## src/rtl/core/jse_pkg.sv

```systemverilog
// shared types and constants for the json string escaper
// no dependencies; imported by every module in rtl/core
package jse_pkg;

    typedef enum logic [1:0] {
        CMD_OPEN  = 2'd0,
        CMD_CHAR  = 2'd1,
        CMD_CLOSE = 2'd2,
        CMD_NONE  = 2'd3
    } cmd_t;

    localparam int MAX_BYTES = 6;
    localparam int CNT_W     = 3;
    localparam int QDEPTH    = 2;
    localparam int QPTR_W    = 1;
    localparam int QCNT_W    = 2;

    localparam logic [7:0] CH_QUOTE     = 8'h22;
    localparam logic [7:0] CH_BACKSLASH = 8'h5C;
    localparam logic [7:0] CH_ZERO      = 8'h30;
    localparam logic [7:0] CH_U         = 8'h75;

    // one classified item: the bytes to send, first byte in slot 0
    typedef struct packed {
        logic [MAX_BYTES-1:0][7:0] bytes;
        logic [CNT_W-1:0]          count;
    } desc_t;

endpackage

```

## src/rtl/core/jse_front.sv

```systemverilog
// front end: accepts command words, classifies them into byte descriptors
// depends on jse_pkg
module jse_front (
    input  logic          clk,
    input  logic          rst_n,
    input  logic          cmd_valid,
    output logic          cmd_stall,
    input  logic [1:0]    command,
    input  logic [30:0]   code_point,
    input  logic          q_full,
    output logic          push,
    output jse_pkg::desc_t push_desc
);
    import jse_pkg::*;

    logic  vld_reg, vld_next;
    desc_t desc_reg;
    desc_t desc_cls;
    logic  accept;
    logic  [4:0][7:0] cb;
    logic  [7:0] esc;

    always_comb
    begin
        for (int j = 0; j < 5; j++)
        begin
            cb[j] = {2'b10, code_point[6*j +: 6]};
        end
    end

    always_comb
    begin
        desc_cls = '0;
        esc = 8'h00;
        case (cmd_t'(command))
            CMD_OPEN, CMD_CLOSE:
            begin
                desc_cls.bytes[0] = CH_QUOTE;
                desc_cls.count    = CNT_W'(1);
            end
            CMD_CHAR:
            begin
                if (code_point <= 31'h7F)
                begin
                    case (code_point[6:0])
                        7'h22: esc = CH_QUOTE;
                        7'h5C: esc = CH_BACKSLASH;
                        7'h09: esc = 8'h74;
                        7'h0C: esc = 8'h66;
                        7'h08: esc = 8'h62;
                        7'h0D: esc = 8'h72;
                        7'h0A: esc = 8'h6E;
                        default: esc = 8'h00;
                    endcase
                    if (code_point[6:0] == 7'h00)
                    begin
                        // nul goes out as \u0000
                        desc_cls.bytes[0] = CH_BACKSLASH;
                        desc_cls.bytes[1] = CH_U;
                        desc_cls.bytes[2] = CH_ZERO;
                        desc_cls.bytes[3] = CH_ZERO;
                        desc_cls.bytes[4] = CH_ZERO;
                        desc_cls.bytes[5] = CH_ZERO;
                        desc_cls.count    = CNT_W'(6);
                    end
                    else if (esc != 8'h00)
                    begin
                        desc_cls.bytes[0] = CH_BACKSLASH;
                        desc_cls.bytes[1] = esc;
                        desc_cls.count    = CNT_W'(2);
                    end
                    else
                    begin
                        desc_cls.bytes[0] = {1'b0, code_point[6:0]};
                        desc_cls.count    = CNT_W'(1);
                    end
                end
                else if (code_point <= 31'h7FF)
                begin
                    desc_cls.bytes[0] = {3'b110, code_point[10:6]};
                    desc_cls.bytes[1] = cb[0];
                    desc_cls.count    = CNT_W'(2);
                end
                else if (code_point <= 31'hFFFF)
                begin
                    desc_cls.bytes[0] = {4'b1110, code_point[15:12]};
                    desc_cls.bytes[1] = cb[1];
                    desc_cls.bytes[2] = cb[0];
                    desc_cls.count    = CNT_W'(3);
                end
                else if (code_point <= 31'h1FFFFF)
                begin
                    desc_cls.bytes[0] = {5'b11110, code_point[20:18]};
                    desc_cls.bytes[1] = cb[2];
                    desc_cls.bytes[2] = cb[1];
                    desc_cls.bytes[3] = cb[0];
                    desc_cls.count    = CNT_W'(4);
                end
                else if (code_point <= 31'h3FFFFFF)
                begin
                    desc_cls.bytes[0] = {6'b111110, code_point[25:24]};
                    desc_cls.bytes[1] = cb[3];
                    desc_cls.bytes[2] = cb[2];
                    desc_cls.bytes[3] = cb[1];
                    desc_cls.bytes[4] = cb[0];
                    desc_cls.count    = CNT_W'(5);
                end
                else
                begin
                    desc_cls.bytes[0] = {7'b1111110, code_point[30]};
                    desc_cls.bytes[1] = cb[4];
                    desc_cls.bytes[2] = cb[3];
                    desc_cls.bytes[3] = cb[2];
                    desc_cls.bytes[4] = cb[1];
                    desc_cls.bytes[5] = cb[0];
                    desc_cls.count    = CNT_W'(6);
                end
            end
            default:
            begin
                desc_cls = '0;
            end
        endcase
    end

    assign cmd_stall = vld_reg && q_full;
    assign accept    = cmd_valid && !cmd_stall;
    assign push      = vld_reg && !q_full;
    assign push_desc = desc_reg;

    // unused command code produces nothing, so it never takes the slot
    always_comb
    begin
        if (accept)
        begin
            vld_next = (cmd_t'(command) != CMD_NONE);
        end
        else
        begin
            vld_next = vld_reg && q_full;
        end
    end

    always_ff @(posedge clk or negedge rst_n)
    begin
        if (!rst_n)
        begin
            vld_reg <= 1'b0;
        end
        else
        begin
            vld_reg <= vld_next;
        end
    end

    always_ff @(posedge clk)
    begin
        if (accept)
        begin
            desc_reg <= desc_cls;
        end
    end

    // a held descriptor stays put until the queue takes it
    a_hold: assert property (@(posedge clk) disable iff (!rst_n)
        vld_reg && q_full |=> vld_reg && $stable(desc_reg))
        else $error("front slot lost while queue full");

    a_count: assert property (@(posedge clk) disable iff (!rst_n)
        vld_reg |-> (desc_reg.count != '0) && (desc_reg.count <= CNT_W'(MAX_BYTES)))
        else $error("descriptor with bad byte count");

endmodule

```

## src/rtl/core/jse_queue.sv

```systemverilog
// small descriptor queue between front and back end
// depends on jse_pkg
module jse_queue (
    input  logic           clk,
    input  logic           rst_n,
    input  logic           push,
    input  jse_pkg::desc_t push_desc,
    output logic           full,
    input  logic           pop,
    output logic           not_empty,
    output jse_pkg::desc_t head
);
    import jse_pkg::*;

    desc_t             slot_reg [QDEPTH];
    logic [QPTR_W-1:0] wr_ptr_reg, wr_ptr_next;
    logic [QPTR_W-1:0] rd_ptr_reg, rd_ptr_next;
    logic [QCNT_W-1:0] cnt_reg, cnt_next;

    assign full      = (cnt_reg == QCNT_W'(QDEPTH));
    assign not_empty = (cnt_reg != '0);
    assign head      = slot_reg[rd_ptr_reg];

    always_comb
    begin
        wr_ptr_next = push ? wr_ptr_reg + 1'b1 : wr_ptr_reg;
        rd_ptr_next = pop ? rd_ptr_reg + 1'b1 : rd_ptr_reg;
        cnt_next    = cnt_reg + QCNT_W'(push) - QCNT_W'(pop);
    end

    always_ff @(posedge clk or negedge rst_n)
    begin
        if (!rst_n)
        begin
            wr_ptr_reg <= '0;
            rd_ptr_reg <= '0;
            cnt_reg    <= '0;
        end
        else
        begin
            wr_ptr_reg <= wr_ptr_next;
            rd_ptr_reg <= rd_ptr_next;
            cnt_reg    <= cnt_next;
        end
    end

    always_ff @(posedge clk)
    begin
        if (push)
        begin
            slot_reg[wr_ptr_reg] <= push_desc;
        end
    end

    a_no_overflow: assert property (@(posedge clk) disable iff (!rst_n)
        push |-> !full || pop)
        else $error("push into full queue");

    a_no_underflow: assert property (@(posedge clk) disable iff (!rst_n)
        pop |-> not_empty)
        else $error("pop from empty queue");

endmodule

```

## src/rtl/core/jse_back.sv

```systemverilog
// back end: walks descriptors byte by byte into the output register
// depends on jse_pkg
module jse_back (
    input  logic           clk,
    input  logic           rst_n,
    input  logic           q_not_empty,
    input  jse_pkg::desc_t q_head,
    output logic           pop,
    output logic           byte_valid,
    input  logic           byte_stall,
    output logic [7:0]     out_byte,
    output logic           last_byte
);
    import jse_pkg::*;

    desc_t            cur_reg, cur_next;
    logic [CNT_W-1:0] idx_reg, idx_next;
    logic             busy_reg, busy_next;
    logic             ovld_reg, ovld_next;
    logic [7:0]       obyte_reg, obyte_next;
    logic             olast_reg, olast_next;

    desc_t            src;
    logic [CNT_W-1:0] sel_idx;
    logic             load;
    logic             is_last;

    assign src     = busy_reg ? cur_reg : q_head;
    assign sel_idx = busy_reg ? idx_reg : '0;
    assign load    = (!ovld_reg || !byte_stall) && (busy_reg || q_not_empty);
    assign is_last = (sel_idx == src.count - CNT_W'(1));
    assign pop     = load && !busy_reg;

    always_comb
    begin
        cur_next   = cur_reg;
        idx_next   = idx_reg;
        busy_next  = busy_reg;
        obyte_next = obyte_reg;
        olast_next = olast_reg;
        ovld_next  = ovld_reg && byte_stall;
        if (load)
        begin
            ovld_next  = 1'b1;
            obyte_next = src.bytes[sel_idx];
            olast_next = is_last;
            if (!busy_reg)
            begin
                cur_next = q_head;
            end
            busy_next = !is_last;
            idx_next  = sel_idx + CNT_W'(1);
        end
    end

    always_ff @(posedge clk or negedge rst_n)
    begin
        if (!rst_n)
        begin
            busy_reg <= 1'b0;
            ovld_reg <= 1'b0;
            idx_reg  <= '0;
        end
        else
        begin
            busy_reg <= busy_next;
            ovld_reg <= ovld_next;
            idx_reg  <= idx_next;
        end
    end

    always_ff @(posedge clk)
    begin
        cur_reg   <= cur_next;
        obyte_reg <= obyte_next;
        olast_reg <= olast_next;
    end

    assign byte_valid = ovld_reg;
    assign out_byte   = obyte_reg;
    assign last_byte  = olast_reg;

    // while an item is in progress its index is inside its byte count
    a_idx_range: assert property (@(posedge clk) disable iff (!rst_n)
        busy_reg |-> (idx_reg != '0) && (idx_reg < cur_reg.count))
        else $error("byte index out of range");

    // a new item starts only after the previous one sent its last byte
    a_pop_idle: assert property (@(posedge clk) disable iff (!rst_n)
        pop |-> !busy_reg)
        else $error("descriptor popped mid item");

endmodule

```

## src/rtl/core/json_string_escape_utf8.sv

```systemverilog
// top level of the json string escaper with utf-8 encoding
// depends on jse_pkg, jse_front, jse_queue and jse_back
//
// Takes one command word per cycle while cmd_stall is low (open quote,
// encode one code point, close quote) and produces the bytes of a JSON
// string literal, one byte per output word, with last_byte set on the
// final byte of each command. Quote, backslash, tab, form feed,
// backspace, CR and LF come out as two-byte escapes, NUL as \u0000,
// other ASCII values raw, and larger code points as 2 to 6 byte UTF-8
// (no surrogate or range checking). Command code 3 is swallowed and
// produces nothing. The byte stage emits one byte per cycle while it has
// bytes and byte_stall is low, so a command takes one output word per
// byte, and multi-byte items can stall the command side even when the
// output keeps up. The first byte of a command passes the classify
// register, loaded at the accepting edge, then the queue slot, then the
// output register. A two-deep descriptor queue between
// classifier and byte stage absorbs short bursts of multi-byte items
// before cmd_stall rises.
module json_string_escape_utf8 (
    input  logic        clk,
    input  logic        rst_n,
    // command side
    input  logic        cmd_valid,
    output logic        cmd_stall,
    input  logic [1:0]  command,
    input  logic [30:0] code_point,
    // byte side
    output logic        byte_valid,
    input  logic        byte_stall,
    output logic [7:0]  out_byte,
    output logic        last_byte
);
    import jse_pkg::*;

    logic  push;
    desc_t push_desc;
    logic  q_full;
    logic  pop;
    logic  q_not_empty;
    desc_t q_head;

    // classify each command into a descriptor of ready-made bytes
    jse_front u_front (
        .clk       (clk),
        .rst_n     (rst_n),
        .cmd_valid (cmd_valid),
        .cmd_stall (cmd_stall),
        .command   (command),
        .code_point(code_point),
        .q_full    (q_full),
        .push      (push),
        .push_desc (push_desc)
    );

    // decouples classification from byte output
    jse_queue u_queue (
        .clk       (clk),
        .rst_n     (rst_n),
        .push      (push),
        .push_desc (push_desc),
        .full      (q_full),
        .pop       (pop),
        .not_empty (q_not_empty),
        .head      (q_head)
    );

    // one byte per cycle into the output register while byte_stall allows
    jse_back u_back (
        .clk        (clk),
        .rst_n      (rst_n),
        .q_not_empty(q_not_empty),
        .q_head     (q_head),
        .pop        (pop),
        .byte_valid (byte_valid),
        .byte_stall (byte_stall),
        .out_byte   (out_byte),
        .last_byte  (last_byte)
    );

    // a stalled output word must not change under the consumer
    a_out_hold: assert property (@(posedge clk) disable iff (!rst_n)
        byte_valid && byte_stall |=> byte_valid && $stable(out_byte)
            && $stable(last_byte))
        else $error("output word changed while stalled");

endmodule

```

## config.mk

```make
export PLATFORM = sky130hd
export DESIGN_NAME = json_string_escape_utf8
export DESIGN_NICKNAME = d
export VERILOG_FILES = /design/src/rtl/core/jse_pkg.sv /design/src/rtl/core/jse_front.sv /design/src/rtl/core/jse_queue.sv /design/src/rtl/core/jse_back.sv /design/src/rtl/core/json_string_escape_utf8.sv
export SDC_FILE = /design/constraint.sdc
export NUM_CORES = 1
export LEC_CHECK = 0
export ABC_CLOCK_PERIOD_IN_PS = 6400
export BUFFER_PORTS_ARGS = -buffer_cell sky130_fd_sc_hd__buf_2
export CORE_MARGIN = 5
export CORE_UTILIZATION = 31
export DETAILED_ROUTE_END_ITERATION = 6
export PLACE_DENSITY = 0.45
export SKIP_CTS_REPAIR_TIMING = 1
export SLEW_MARGIN = 40
export SYNTH_ARGS = -nofsm -noshare
export SYNTH_HDL_FRONTEND = slang
export SYNTH_SLANG_ARGS = --single-unit
```

## constraint.sdc

```tcl
create_clock -name clk -period 6.4 [get_ports clk]
set_input_delay 0.64 -clock clk [delete_from_list [all_inputs] [get_ports clk]]
set_output_delay 0.64 -clock clk [all_outputs]
set_load 0.01 [all_outputs]
```

### After elaboration in Yosys (flattened, before gate mapping)

Memories as Yosys holds them, arrays and structs flattened.
Cells that the tools add are included.

* $add $sub $neg: 6
* $lt $le $gt $ge: 6
* equality and inequality tests: 12
* mux-type cells: 26
* reductions and logical operators: 19

Operators by type and width (number)
* 2-to-1 mux 51 bit: 2
* case mux 7 bit (7 select lines): 1
* 2-to-1 mux 43 bit: 1
* 2-to-1 mux 41 bit: 1
* 2-to-1 mux 8 bit: 5
* 2-to-1 mux 19 bit: 2
* equality test 7 x 4 -> 1 bit, second input constant: 5
* 2-to-1 mux 35 bit: 1
* 2-to-1 mux 32 bit: 1
* <= comparator 31 x 11 -> 1 bit, second input constant: 1
* <= comparator 31 x 16 -> 1 bit, second input constant: 1
* <= comparator 31 x 21 -> 1 bit, second input constant: 1
* <= comparator 31 x 26 -> 1 bit, second input constant: 1
* <= comparator 31 x 7 -> 1 bit, second input constant: 1
* 2-to-1 mux 30 bit: 1
* 2-to-1 mux 27 bit: 1
* binary-select mux 8 bit (select 3 bit): 1
* 2-to-1 mux 24 bit: 1
* case mux 11 bit (2 select lines): 1
* 2-to-1 mux 16 bit: 1
* 2-to-1 mux 10 bit: 1
* nonzero test 8 bit: 1
* equality test 7 x 6 -> 1 bit, second input constant: 1
* equality test 7 bit, second input constant: 1
* 19 further kinds: 35

* bits in registers: 121
* RAM bits: 102
* word-level logic and storage cells: 93
* memories: 1

Memories
* u_queue.slot_reg: depth 2, bits a word 51, read ports 1, clocked after memory_dff 0, wr ports 1, RTL line jse_queue.sv:15 `desc_t slot_reg [QDEPTH];`

### Longest topological paths before layout

* depth in word-level cells: 9
* mapped depth: 11

### By module

Synthesis repeated with hierarchy kept, for this count alone.

* cells, all modules: 697
* area, all modules: 10266.1 sq um

By module, submodules not included
* jse_queue: instances 1, cells an instance 174, area an instance 4131.5 sq um, seq. area each 3163.0 sq um
* jse_back: instances 1, cells an instance 232, area an instance 3231.8 sq um, seq. area each 1926.8 sq um
* jse_front: instances 1, cells an instance 291, area an instance 2902.8 sq um, seq. area each 1436.4 sq um

### Least setup slack after synthesis

Ideal clock, no wire load.

* path kind: flip-flop to flip-flop
* start point: reg u_back.busy_reg
* end point: reg u_queue.cnt_reg[1]
* library setup time: 0.080 ns
* arrival time: 4.984 ns
* required time: 6.320 ns
* setup slack: 1.336 ns
* cell stages (with the launch flop): 10
* path buffers: 1
* period minus slack after synthesis: 5.064 ns
* cell sequence: dfrtp_1 > clkbuf_1 > nor3_1 > a21oi_1 > and2_1 > ha_1 > inv_1 > ha_1 > xnor2_1 > xnor2_1

* cells in the longest elaborated chain, start to end: 4

Ends and longest elaborated chain
* start: declaration: RTL line jse_back.sv:18 `logic busy_reg, busy_next;`
* start signal: assignment: RTL line jse_back.sv:66 `busy_reg <= busy_next;`
* logical OR 1 bit: RTL line jse_back.sv:30 `assign load = (!ovld_reg || !byte_stall) && (busy_reg || q_not_empty);`
* logical AND 1 bit: RTL line jse_back.sv:30
* net u_back.load: RTL line jse_back.sv:25 `logic load;`
* logical AND 1 bit: RTL line jse_back.sv:32 `assign pop = load && !busy_reg;`
* net pop: RTL line json_string_escape_utf8.sv:38 `logic pop;`
* subtractor 2 x 1 -> 2 bit: RTL line jse_queue.sv:28 `cnt_next = cnt_reg + QCNT_W'(push) - QCNT_W'(pop);`
* net u_queue.cnt_next[1]: RTL line jse_queue.sv:18 `logic [QCNT_W-1:0] cnt_reg, cnt_next;`
* end signal: assignment: RTL line jse_queue.sv:43 `cnt_reg <= cnt_next;`
* end: declaration: RTL line jse_queue.sv:18

The timed path passes the listed nets, and every way through them passes these cells.
A chain may end at the register's enable or synchronous reset.

### Worst setup path after layout

* start point: reg u_back.busy_reg
* end point: reg u_back.idx_reg[2]

* cells in the longest elaborated chain, start to end: 2

Ends and longest elaborated chain
* 2-to-1 mux 3 bit / logical OR 1 bit (equally long branches): RTL line jse_back.sv:29, jse_back.sv:30
* adder 3 x 1 -> 3 bit / logical AND 1 bit (equally long branches): RTL line jse_back.sv:52, jse_back.sv:30
* end signal: assignment: RTL line jse_back.sv:68 `idx_reg <= idx_next;`
* end: declaration: RTL line jse_back.sv:17 `logic [CNT_W-1:0] idx_reg, idx_next;`

Parallel ways exist; a longest one is shown, timed or not.

==> flow_summary.json <==
{
  "unrepaired_setup_endpoints_after_global_routing": "no",
  "viasPerCell": 5.11,
  "placementRows": 64,
  "ctsRootBufferMaster": "clkbuf_16",
  "largest_cells_by_area_after_synthesis": "edfxtp_1 63%, mux2i_1 6.2%, nand2_1 3.7%",
  "worst_hold_path_type": "primary input to async pin",
  "router_iterations_before_antenna_repair": 6,
  "grt_util_met3_pct": 2.28,
  "synth_largest_type_area_fraction_pct": 63.4,
  "cts_made_buffers": 23,
  "busiest_layer": "met1",
  "ioPinCount": 48,
  "vdd.ir_drop.worst_mv": 0.200,
  "r2r_start": "u_back.busy_reg",
  "first_global_vias": 6015,
  "timing.setup.tns_ps": 0,
  "timing.critical_path.from_type": "register",
  "power_density_cells_mw_per_mm2": 415,
  "grt_first_pass_wirelength_microns": 36500,
  "switching_share_pct": 29.9,
  "synth-seq-cells": 211,
  "drt_iter0_markers": 588,
  "outcome": "finished, final reports clean",
  "synth.most_common_cell": "edfxtp_1",
  "setup.worst_path.class": "register to register",
  "layout.filler_cells": 2963,
  "synth.net_count": 781,
  "yosys.area.top_type": "edfxtp_1",
  "netlist_instances": 740,
  "leading_post_synthesis_cells_by_instance_count": "201 x edfxtp_1, 93 x nand2_1, 64 x o21ai_0",
  "finClkSkew_ps": 11.2,
  "clk_latency_ps": 490,
  "critical_path_arrival_ps": 3090,
  "area.sequential_sq_mm": 0.00629,
  "fp.coreArea_sq_mm": 0.0304,
  "cts-root-to-sink-buffers": 3,
  "ys_warn_count": 0,
  "min_period_ps": 2670,
  "p_int_mw": 3.17,
  "num_vias": 6061,
  "initial_utilization_pct": 31.3,
  "cp.required_ps": 6820,
  "grt.met2_usage_pct": 20.4,
  "htree_num_levels": 1,
  "cts_num_sinks": 211,
  "rd_place_congestion": 0.859,
  "p_leak_nw": 3.93,
  "place_hpwl_microns": 15900,
  "holdWs_ps": 18.4,
  "slew_headroom_pct": 45.2,
  "antenna_found_initial": 0,
  "async_flop_share_pct": 4.74,
  "worst_case_register_to_register_setup_slack_ps": 3730,
  "final_cells": 1186,
  "postRouteAntennaNets": 0,
  "grt_met1_usage_pct": 20.6,
  "synth-edff-count": 201,
  "design.die.area_sq_mm": 0.0343,
  "synth_seq_area_share_pct": 66.1,
  "globalRoute.totalOverflow": 0,
  "fin_total_pwr_mw": 4.53,
  "dominantRegCellSynth": "edfxtp_1",
  "maxSlewViolCount": 0,
  "combinationalPowerShare_pct": 24.1,
  "setup_viol_count_final": 0,
  "syn_avg_cell_area_sq_um": 12.9,
  "multi_input_comb_area_sq_mm": 0.00303,
  "syn_area_sq_mm": 0.00951,
  "r2r.worst_path.cells": 7,
  "grt_usage_pct": 13.7,
  "areaGrowthSynthToFinish_pct": 14.7,
  "flip_flop_count_of_the_largest_register_all_copies_and_words_added": 94,
  "hold_violations": 0,
  "finalWirelength_microns": 23800,
  "worst_pin_slew_ps": 822,
  "pin_count_of_the_biggest_net_entering_global_routing": 110,
  "share_seq_of_total_power_pct": 47.4,
  "cts.clk_slew.worst_paths_ps": 60,
  "worst_r2r_endpoint": "u_back.idx_reg[2]",
  "placedCellCount": 1145,
  "p_switching_mw": 1.36,
  "clkPwrFrac_pct": 28.5,
  "finalCritPeriodShare_pct": 41.7,
  "cp_max_fo": 109,
  "clock_tree_from_tritoncts": "yes",
  "synth.distinct_cells": 66,
  "fraction_of_final_layout_cells_sized_beyond_drive_strength_1_pct": 15.2,
  "number_of_remaining_drc_errors": 0,
  "antenna_cells_inserted": 0,
  "maxClockFrequency_mhz": 375,
  "maxCapViolations": 0,
  "floorplan.die.height_microns": 185,
  "kind_of_capture_point_of_the_worst_setup_path": "register",
  "worst_setup_path_startpoint": "u_back.busy_reg",
  "num-nets-final": 815,
  "die_width_microns": 185,
  "wl_per_cell_microns": 20.0,
  "placement.io_buffers": 47
}
-- power groups by stage --
stage | clock network (mW) | logic, mW | registers, mW
2_1_floorplan | 0 | 0.773 | 2.13
3_3_place_gp | 0 | 1.10 | 2.16
3_5_place_dp | 0 | 1.12 | 2.18
4_1_cts | 1.33 | 1.12 | 2.15
5_1_grt | 1.40 | 1.21 | 2.19
6_report | 1.29 | 1.09 | 2.15
-- how the worst max path moves through the flow --
stage | endpoint | cells past startpoint | slack, ps
after floorplan | u_queue.cnt_reg[1] | 9 | 1340
after global placement | u_front.push_desc[0] | 6 | 3330
after detailed placement | u_front.push_desc[15] | 6 | 3350
after CTS | u_back.out_byte[5] | 5 | 3670
after global routing | u_back.out_byte[5] | 5 | 3550
final | u_back.idx_reg[2] | 7 | 3730
-- cells by family (layout without fill, tap and decap cells) --
kind of cell | after synthesis | in the layout | synth area share [%]
xor gates and xnor gates | 10 | 10 | 0.921
AOI/OAI and AO/OA | 195 | 195 | 12.9
muxes | 65 | 65 | 6.92
adders and majority gates | 4 | 4 | 0.526
buffers and inverters | 61 | 111 | 2.50
DFF | 211 | 211 | 66.1
and+or+nand+nor | 194 | 194 | 10.2
-- placed cells by master (no fill, tap or decap), drive strengths merged, types with 4 or more instances in the layout --
cell type	instances
edfxtp	201
nand2	93
o21ai	70
mux2i	59
buf	56
a21oi	51
clkbuf	32
nor2	25
a211oi	16
nand3	16
inv	13
dfrtp	10
and3	9
xnor2	8
nor3	8
o22ai	8
and2	8
nor2b	7
clkinv	7
mux2	6
a21boi	6
nand2b	6
o32ai	6
nor4	6
or4	5
a21o	4
o2bb2ai	4
ha	4
-- worst max-delay path, stage by stage (launching register included) --
cell	delay [ps]
dfrtp_2	410
buf_6	280
nand2_1	660
clkinv_1	500
ha_1	370
nand3_1	80
o21ai_0	90
a21oi_1	170
-- final cells by class --
cell class	count	share of cell area [%]
well taps	396	4.54
clock buffers	32	5.58
clock inverters	9	1.12
inverters	14	0.482
multi-input cells	468	27.8
repair buffers	56	2.88
flip-flops and latches	211	57.6
-- metrics by stage --
stage / utilization, % / instance area (sq um) / worst slack, ps
finish: 35.9 / 10900 / 3730
global route: 35.9 / 10900 / 3550
floorplan: - / 9510 / 1340
CTS: 35.8 / 10900 / 3670
global placement: 33.4 / 10200 / 3330
detailed placement: 33.4 / 10200 / 3350
-- per-layer routing --
metal  vias up  part of all wire, %
met5         -                    0
met4         0                  2.2
met1      2960                   49
met3        40                  5.0
met2       172                   43
li1       2889                    -
Power figures use the tool's default switching activity.
